$ cat src/rtl/core/seqchk_pkg.sv
// Sequence number checker: shared types, constants and status codes.
// No dependencies; imported by every module under rtl/core.
`default_nettype none

package seqchk_pkg;

	// Width of one sequence word
	localparam int WORD_W = 64;

	// Words per packet; must be a power of two (range 1 to 65536)
	localparam int WORDS_PER_PACKET = 1024;
	localparam int PKT_SHIFT = $clog2(WORDS_PER_PACKET);
	localparam logic [WORD_W-1:0] PKT_MASK = WORD_W'(WORDS_PER_PACKET - 1);

	// Offset field carries only the low bits of the offset
	localparam int OFFSET_W = 10;

	// Marker register value after reset (".TEST." framed by newlines)
	localparam logic [WORD_W-1:0] MARKER_RESET = 64'h0A2E_5453_4554_2E0A;

	// Result classification
	typedef enum logic [1:0] {
		ST_IN_ORDER = 2'd0,
		ST_MARKER   = 2'd1,
		ST_GAP_ONE  = 2'd2,
		ST_JUMP     = 2'd3
	} status_t;

	// Beat held in the input register, handed to the check stage
	typedef struct packed {
		logic              valid;
		logic [WORD_W-1:0] word;
	} beat_t;

endpackage

`default_nettype wire

$ cat src/rtl/core/seqchk_check.sv
// Check stage: marker register, running state and the result register.
// Depends on seqchk_pkg; takes beats from seqchk_in_stage.
`default_nettype none

module seqchk_check (
	input  wire logic                          clk,
	input  wire logic                          arst_n,
	input  wire logic                          cfg_wr_en,
	input  wire logic [seqchk_pkg::WORD_W-1:0] cfg_wr_data,
	input  wire seqchk_pkg::beat_t             beat_s1,
	output logic                               take,
	output logic                               out_valid,
	input  wire logic                          out_ready,
	output logic [1:0]                         status,
	output logic [seqchk_pkg::WORD_W-1:0]      expected_value,
	output logic [seqchk_pkg::WORD_W-1:0]      difference,
	output logic [seqchk_pkg::WORD_W-1:0]      word_position,
	output logic [seqchk_pkg::WORD_W-1:0]      packet_index,
	output logic [seqchk_pkg::OFFSET_W-1:0]    offset_in_packet,
	output logic [seqchk_pkg::WORD_W-1:0]      error_count,
	output logic [seqchk_pkg::WORD_W-1:0]      marker_count,
	output logic [seqchk_pkg::WORD_W-1:0]      last_checked
);
	import seqchk_pkg::*;

	// Configuration and running state
	logic [WORD_W-1:0] marker_q;
	logic [WORD_W-1:0] expected_next_q;
	logic              seeded_q;
	logic [WORD_W-1:0] words_seen_q;
	logic [WORD_W-1:0] errors_q;
	logic [WORD_W-1:0] markers_q;
	logic [WORD_W-1:0] last_good_q;

	// Result register
	logic              out_valid_q;
	status_t           status_q;
	logic [WORD_W-1:0] expect_q;
	logic [WORD_W-1:0] diff_q;
	logic [WORD_W-1:0] pos_q;
	logic [WORD_W-1:0] pkt_q;
	logic [OFFSET_W-1:0] offset_q;

	// Check logic
	logic              is_marker;
	logic              mismatch;
	logic [WORD_W-1:0] expect_c;
	logic [WORD_W-1:0] diff_c;
	status_t           status_c;

	assign take = beat_s1.valid && (!out_valid_q || out_ready);

	always_comb begin
		expect_c  = seeded_q ? expected_next_q : beat_s1.word;
		is_marker = (beat_s1.word == marker_q);
		mismatch  = !is_marker && (beat_s1.word != expect_c);
		diff_c    = (beat_s1.word > expect_c) ? (beat_s1.word - expect_c)
		                                      : (expect_c - beat_s1.word);
		if (is_marker) begin
			status_c = ST_MARKER;
		end else if (!mismatch) begin
			status_c = ST_IN_ORDER;
		end else if (diff_c == WORD_W'(1)) begin
			status_c = ST_GAP_ONE;
		end else begin
			status_c = ST_JUMP;
		end
	end

	// Marker register
	always_ff @(posedge clk or negedge arst_n) begin
		if (!arst_n) begin
			marker_q <= MARKER_RESET;
		end else if (cfg_wr_en) begin
			marker_q <= cfg_wr_data;
		end
	end

	// Running state; on a match word + 1 equals expected + 1
	always_ff @(posedge clk or negedge arst_n) begin
		if (!arst_n) begin
			expected_next_q <= '0;
			seeded_q        <= 1'b0;
			words_seen_q    <= '0;
			errors_q        <= '0;
			markers_q       <= '0;
			last_good_q     <= '0;
		end else if (take) begin
			expected_next_q <= is_marker ? (expect_c + WORD_W'(1))
			                             : (beat_s1.word + WORD_W'(1));
			seeded_q        <= 1'b1;
			words_seen_q    <= words_seen_q + WORD_W'(1);
			errors_q        <= errors_q + WORD_W'(mismatch);
			markers_q       <= markers_q + WORD_W'(is_marker);
			if (!is_marker) begin
				last_good_q <= beat_s1.word;
			end
		end
	end

	// Result valid
	always_ff @(posedge clk or negedge arst_n) begin
		if (!arst_n) begin
			out_valid_q <= 1'b0;
		end else if (!out_valid_q || out_ready) begin
			out_valid_q <= beat_s1.valid;
		end
	end

	// Result payload
	always_ff @(posedge clk) begin
		if (take) begin
			status_q <= status_c;
			expect_q <= expect_c;
			diff_q   <= mismatch ? diff_c : '0;
			pos_q    <= words_seen_q;
			pkt_q    <= (words_seen_q >> PKT_SHIFT) + WORD_W'(1);
			offset_q <= OFFSET_W'(words_seen_q & PKT_MASK);
		end
	end

	// Counts and last word live in the state registers, which hold while stalled
	assign out_valid        = out_valid_q;
	assign status           = status_q;
	assign expected_value   = expect_q;
	assign difference       = diff_q;
	assign word_position    = pos_q;
	assign packet_index     = pkt_q;
	assign offset_in_packet = offset_q;
	assign error_count      = errors_q;
	assign marker_count     = markers_q;
	assign last_checked     = last_good_q;

	// A marker beat bumps the marker count by exactly one
	a_marker_count: assert property (@(posedge clk) disable iff (!arst_n)
		take && is_marker |=> markers_q == $past(markers_q) + WORD_W'(1))
		else $error("marker count did not advance on a marker beat");

	// A non-marker beat resynchronizes to word + 1
	a_resync: assert property (@(posedge clk) disable iff (!arst_n)
		take && !is_marker |=> expected_next_q == $past(beat_s1.word) + WORD_W'(1))
		else $error("expected value not resynchronized");

	// A gap of one reports a difference of one
	a_gap_diff: assert property (@(posedge clk) disable iff (!arst_n)
		out_valid_q && status_q == ST_GAP_ONE |-> diff_q == WORD_W'(1))
		else $error("gap of one with wrong difference");

	// An in-order result checked exactly the expected word
	a_in_order: assert property (@(posedge clk) disable iff (!arst_n)
		out_valid_q && status_q == ST_IN_ORDER |-> diff_q == '0 && last_good_q == expect_q)
		else $error("in-order result inconsistent");

	// Word position follows the running count
	a_position: assert property (@(posedge clk) disable iff (!arst_n)
		take |=> pos_q + WORD_W'(1) == words_seen_q)
		else $error("position out of step with word count");

endmodule

`default_nettype wire

$ cat config.mk
export PLATFORM = sky130hd
export DESIGN_NAME = seqchk_check
export DESIGN_NICKNAME = d
export VERILOG_FILES = /design/src/rtl/core/seqchk_pkg.sv /design/src/rtl/core/seqchk_check.sv
export SDC_FILE = /design/constraint.sdc
export NUM_CORES = 1
export LEC_CHECK = 0
export BUFFER_PORTS_ARGS = -buffer_cell sky130_fd_sc_hd__buf_2
export CELL_PAD_IN_SITES_DETAIL_PLACEMENT = 1
export CELL_PAD_IN_SITES_GLOBAL_PLACEMENT = 1
export CORE_MARGIN = 2
export CORE_UTILIZATION = 24
export DETAILED_ROUTE_END_ITERATION = 10
export PLACE_DENSITY_LB_ADDON = 0.1
export SLEW_MARGIN = 20
export SYNTH_ARGS = -nofsm -noshare
export SYNTH_HDL_FRONTEND = slang
export SYNTH_SLANG_ARGS = --single-unit
export TNS_END_PERCENT = 20
$ cat constraint.sdc
create_clock -name clk -period 10.78 [get_ports clk]
set_clock_uncertainty 0.05 [all_clocks]
set_input_delay 1.078 -clock clk [delete_from_list [all_inputs] [get_ports clk]]
set_output_delay 1.078 -clock clk [all_outputs]
set_load 0.05 [all_outputs]
Word-level counts from Yosys, hierarchy flattened
Cells that the tools add are included.
{"block": "totals", "reg_bits": 654, "input_bits": 133}
{"block": "op_classes", "addsub": 8, "magnitude_cmp": 1, "n_eq_ne": 3, "muxes": 5, "bitwise": 2, "reduce_logical": 7}
{"op": "adder 64 x 1 -> 64 bit, second input constant", "n": 3}
{"op": "two-way mux 64 bit", "n": 3}
{"op": "adder 64 x 1 -> 64 bit", "n": 2}
{"op": "subtractor 64 bit", "n": 2}
{"op": "== test 64 x 1 -> 1 bit, second input constant", "n": 1}
{"op": "== test 64 bit", "n": 1}
{"op": "> comparator 64 bit", "n": 1}
{"op": "inequality test 64 bit", "n": 1}
{"op": "adder 54 x 1 -> 55 bit, second input constant", "n": 1}
{"op": "logical AND 1 bit", "n": 2}
{"op": "logical NOT 1 bit", "n": 2}
{"op": "two-way mux 1 bit", "n": 2}
{"op": "NOT 1 bit", "n": 2}
{"op": "AND reduction 2 bit", "n": 1}
{"op": "OR reduction 2 bit", "n": 1}
{"op": "logical OR 1 bit", "n": 1}

Depth between registers and ports, before layout
{"block": "depth", "depth_word": 6, "mapped_depth": 35, "mapped_depth_nobuf": 23}

Worst setup path before layout
Ideal clock, no wire load.
{"block": "synth_path", "kind": "in2out", "startpoint": "in out_ready", "endpoint": "out take", "arrival_time_ps": 8923, "required_ps": 9652, "path_slack_ps": 729, "stages": 5, "path_buffers": 2, "cell_sequence": "nand2b_1 -> nand2_1 -> inv_1 -> clkbuf_1 -> buf_1"}
{"block": "synth_between", "elab_chain_cells": 2}
{"element": "start: declaration", "line_no": "seqchk_check.sv:13", "rtl": "input wire logic out_ready,"}
{"element": "logical OR 1 bit", "line_no": "seqchk_check.sv:51", "rtl": "assign take = beat_s1.valid && (!out_valid_q || out_ready);"}
{"element": "logical AND 1 bit", "line_no": "seqchk_check.sv:51"}
{"element": "end: declaration", "line_no": "seqchk_check.sv:11", "rtl": "output logic take,"}
No other way between the ends.

Final worst setup path
{"block": "layout_path", "startpoint": "reg seeded_q", "endpoint": "reg status_q[0] (netlist: status[0]), data pin"}
{"block": "layout_between", "elab_chain_cells": 6, "word_cells_on_any_way": 10, "cone_classes": "add/sub: 2; order compare: 1; eq/ne: 2; mux: 4; reduce/logical: 1"}
{"element": "start: declaration", "line_no": "seqchk_check.sv:29", "rtl": "logic seeded_q;"}
{"element": "start signal: assignment", "line_no": "seqchk_check.sv:83", "rtl": "seeded_q <= 1'b0;"}
{"element": "start signal: assignment", "line_no": "seqchk_check.sv:91", "rtl": "seeded_q <= 1'b1;"}
{"element": "two-way mux 64 bit *", "line_no": "seqchk_check.sv:54", "rtl": "expect_c = seeded_q ? expected_next_q : beat_s1.word;"}
{"element": "net expect_c[55]", "line_no": "seqchk_check.sv:47", "rtl": "logic [WORD_W-1:0] expect_c;"}
{"element": "subtractor 64 bit, or another cell as far along", "line_no": "seqchk_check.sv:58", "rtl": ": (expect_c - beat_s1.word);"}
{"element": "two-way mux 64 bit", "line_no": "seqchk_check.sv:57", "rtl": "diff_c = (beat_s1.word > expect_c) ? (beat_s1.word - expect_c)"}
{"element": "== test 64 x 1 -> 1 bit", "line_no": "seqchk_check.sv:63", "rtl": "end else if (diff_c == WORD_W'(1)) begin"}
{"element": "two-way mux 1 bit", "line_no": "seqchk_check.sv:63"}
{"element": "two-way mux 1 bit *", "line_no": "seqchk_check.sv:61", "rtl": "end else if (!mismatch) begin"}
{"element": "end signal: assignment", "line_no": "seqchk_check.sv:113", "rtl": "status_q <= status_c;"}
{"element": "end: declaration", "line_no": "seqchk_check.sv:37", "rtl": "status_t status_q;"}
The timed path passes the listed nets; every way through them passes the cells marked *.
A chain may end at the register's enable or synchronous reset.

==> impl_metrics.py <==
metrics = {
    "run_status": {
        "status": "complete, no violations",
    },
    "sta": {
        "maxSlewHeadroom_pct": 20.3,
        "drv_slew": 0,
        "min_period_ps": 7070,
        "worst_slew_pin_slew_ps": 1190,
        "hold_viol_final": 0,
        "setup_viol": 0,
        "timing.final.ws_setup_ps": 3710,
        "finalSetupTns_ps": 0,
        "fmax_ghz": 0.141,
        "min_period_over_period_pct": 65.6,
        "rsz0062_at_grt": "false",
        "hold_slack_ps": 264,
    },
    "place": {
        "dpl.hpwl_mm": 139,
        "gp_congestion": 0.887,
        "place_ws_ps": 3350,
        "placed_area_mm2": 0.0418,
        "port_buffers": 585,
    },
    "clocking": {
        "cts_htree_levels": 3,
        "clock-root-buffer": "clkbuf_16",
        "clockBufferDepth": 3,
        "clk_latency_ps": 720,
        "post_cts_buffers": 0,
        "cts_resized": 0,
        "clock-sinks": 635,
        "clk_pin_slew_ps": 70,
        "cts_tree": "built",
        "cts_made_buffers": 84,
        "postCtsHoldBufs": 0,
    },
    "detailed_routing": {
        "dr_total_vias": 31500,
        "drt_iter0_drc": 1779,
        "wl_mm": 175,
        "ant_nets": 0,
        "viasPerCell": 4.88,
        "drc": 0,
        "drtPass1Iterations": 5,
        "post_drt_wl_per_cell_um": 27.1,
    },
    "min_path": {
        "hold_path.class": "input pin to async pin",
    },
    "power_and_ir_drop": {
        "total_power_mw": 8.46,
        "leakage_nw": 19.5,
        "peakVddDrop_v": 0.000112,
        "p_per_area_mw_per_mm2": 189,
    },
    "critical_path": {
        "cp-start-kind": "flop",
        "path_common_cell": "buf_4",
        "r2r_start": "seeded_q$_DFFE_PN0P_",
        "cp-end-kind": "flop",
        "crit_chain": "buf_4, mux2i_1, inv_1, ha_1, a21oi_1, o21ai_0, a21oi_1, o221ai_1, o2bb2ai_1, buf_4, and2_2, buf_4, mux2i_1, xnor2_1, nand4_1, nor4_1, and4_1, a41oi_1",
        "cpPeakStageDelay_ps": 840,
        "critPathSlowestCell": "xnor2_1",
        "path_class": "flop to flop",
        "path_depth": 18,
        "cp_top_family": "compound AO/OA/AOI/OAI gates",
        "regToRegEndpoint": "status[0]$_SDFFCE_PN1P_",
        "cp_max_fo": 42,
        "required_ps": 11150,
        "worstPathBufferInverterCount": 4,
        "critPathArrivalTime_ps": 7450,
        "reg2reg_depth": 18,
        "ff2ff_setup_slack_ps": 3710,
    },
    "layout": {
        "drive_gt1_share_pct": 20.7,
        "fin_area_mm2": 0.0447,
        "final_common_cell": "buf_2",
        "fill_cells": 17700,
        "areaGrowthSynthToFinish_pct": 20.9,
        "layout.nets": 4622,
        "layout_common_cells": "buf_2 (584), nand2_1 (433), dfrtp_1 (360)",
    },
    "yosys": {
        "syn_avg_cell_area_um2": 9.64,
        "ys_ff_latch": 635,
        "synth-async-reset-ratio_pct": 60.8,
        "yosysWarnings": 0,
        "synth_ff_type": "dfrtp_1",
        "syn_inst": 3833,
        "synthDistinctLibCells": 101,
        "netlist_area_mm2": 0.0369,
        "synth-edff-count": 249,
        "ys_seq_area_share_pct": 46.5,
    },
    "run": {
        "maxCapViolCount": 0,
    },
    "floorplan": {
        "die_width_um": 396,
        "start_util_pct": 24.2,
        "io_pins": 595,
        "fp.dieH_um": 396,
        "die_area_mm2": 0.157,
        "rows": 143,
        "core_region_area_mm2": 0.152,
    },
    "global_routing": {
        "grt-ovfl-total": 0,
        "antenna_found_initial": 9,
        "grt_pass1_wl_mm": 249,
        "grt_max_degree": 141,
        "grt_pass1_vias": 32600,
        "grt_usage_pct": 21.8,
    },
}
how the worst max path moves through the flow:
stage                             endpoint                  from  slack [ps]
2_1_floorplan                         take             out_ready         730
3_3_place_gp   error_count[61]$_DFFE_PN0P_           beat_s1[52]        3360
3_5_place_dp   error_count[63]$_DFFE_PN0P_           beat_s1[52]        3350
4_1_cts            status[0]$_SDFFCE_PN1P_  seeded_q$_DFFE_PN0P_        3690
5_1_grt        error_count[61]$_DFFE_PN0P_  seeded_q$_DFFE_PN0P_        3160
6_report           status[0]$_SDFFCE_PN1P_  seeded_q$_DFFE_PN0P_        3710
metrics by stage:
stage,util (%),std cells
2_1_floorplan,-,3841
3_3_place_gp,27.4,6297
3_5_place_dp,27.4,6297
4_1_cts,29.3,6455
5_1_grt,29.3,6455
6_report,29.3,6456
per-layer routing:
layer	global-route usage [%]	up-vias	share of wire, %
li1	-	14600	-
met1	27.7	16000	43
met2	38.5	755	50
met3	2.71	188	3.9
met4	6.06	0	2.6
met5	0	-	0
state kept, by name (all words and copies together) (netlist names), 2 cells and up:
| register | cells |
|---|---|
| status | 2 |
| last_checked | 64 |
| marker_q | 64 |
| marker_count | 64 |
| words_seen_q | 64 |
| packet_index | 55 |
| expected_value | 64 |
| word_position | 64 |
| error_count | 64 |
| expected_next_q | 64 |
| difference | 64 |
cells in the mapped netlist, types with 32 or more instances:
| library cell | n | share of area [%] |
|---|---|---|
| a21oi_1 | 254 | 3.4 |
| a211oi_1 | 38 | 0.77 |
| inv_1 | 176 | 1.8 |
| nand3_1 | 132 | 1.8 |
| clkbuf_1 | 89 | 0.90 |
| mux2_2 | 73 | 2.2 |
| nor2_1 | 317 | 3.2 |
| and3_1 | 56 | 0.95 |
| dfrtp_1 | 361 | 24 |
| mux2i_1 | 72 | 2.0 |
| o21ai_0 | 273 | 3.7 |
| a21o_1 | 32 | 0.65 |
| buf_2 | 55 | 0.75 |
| edfxtp_1 | 249 | 20 |
| nor4_1 | 40 | 0.68 |
| ha_1 | 134 | 4.5 |
| nor3_1 | 70 | 0.95 |
| o21a_1 | 36 | 0.73 |
| xnor2_1 | 225 | 5.3 |
| xor2_1 | 170 | 4.0 |
| nand2_1 | 436 | 4.4 |
| nand4_1 | 106 | 1.8 |
cell families (layout without fill, tap and decap cells):
group,after synthesis,count (layout),share of synthesized area [%]
adders and majority gates,136,136,4.65
muxes,149,149,4.33
xor gates and xnor gates,395,395,9.36
DFF,635,635,46.5
buffers and inverters,376,960,4.55
other,1,10,0.0101
AOI/OAI and AO/OA,833,833,13.8
and+or+nand+nor,1308,1308,16.9
cell type report:
class                      instances  area (um2)  area share [%]
antenna                            1        2.50         0.00560
clock inverter                    37         543            1.22
inverter                         180         683            1.53
timing repair buffer             622        3240            7.25
tap                             2030        2540            5.69
clock buffer                     121        2330            5.22
multi-input combinational       2830       18200            40.7
sequential                       635       17200            38.4
report_power, final:
part	switching, mW	internal, mW	leakage, nW
registers	0.145	2.78	7.31
clock network	1.24	1.76	1.39
logic	1.91	0.631	10.8
No activity file was read; power rests on OpenSTA's default activity.
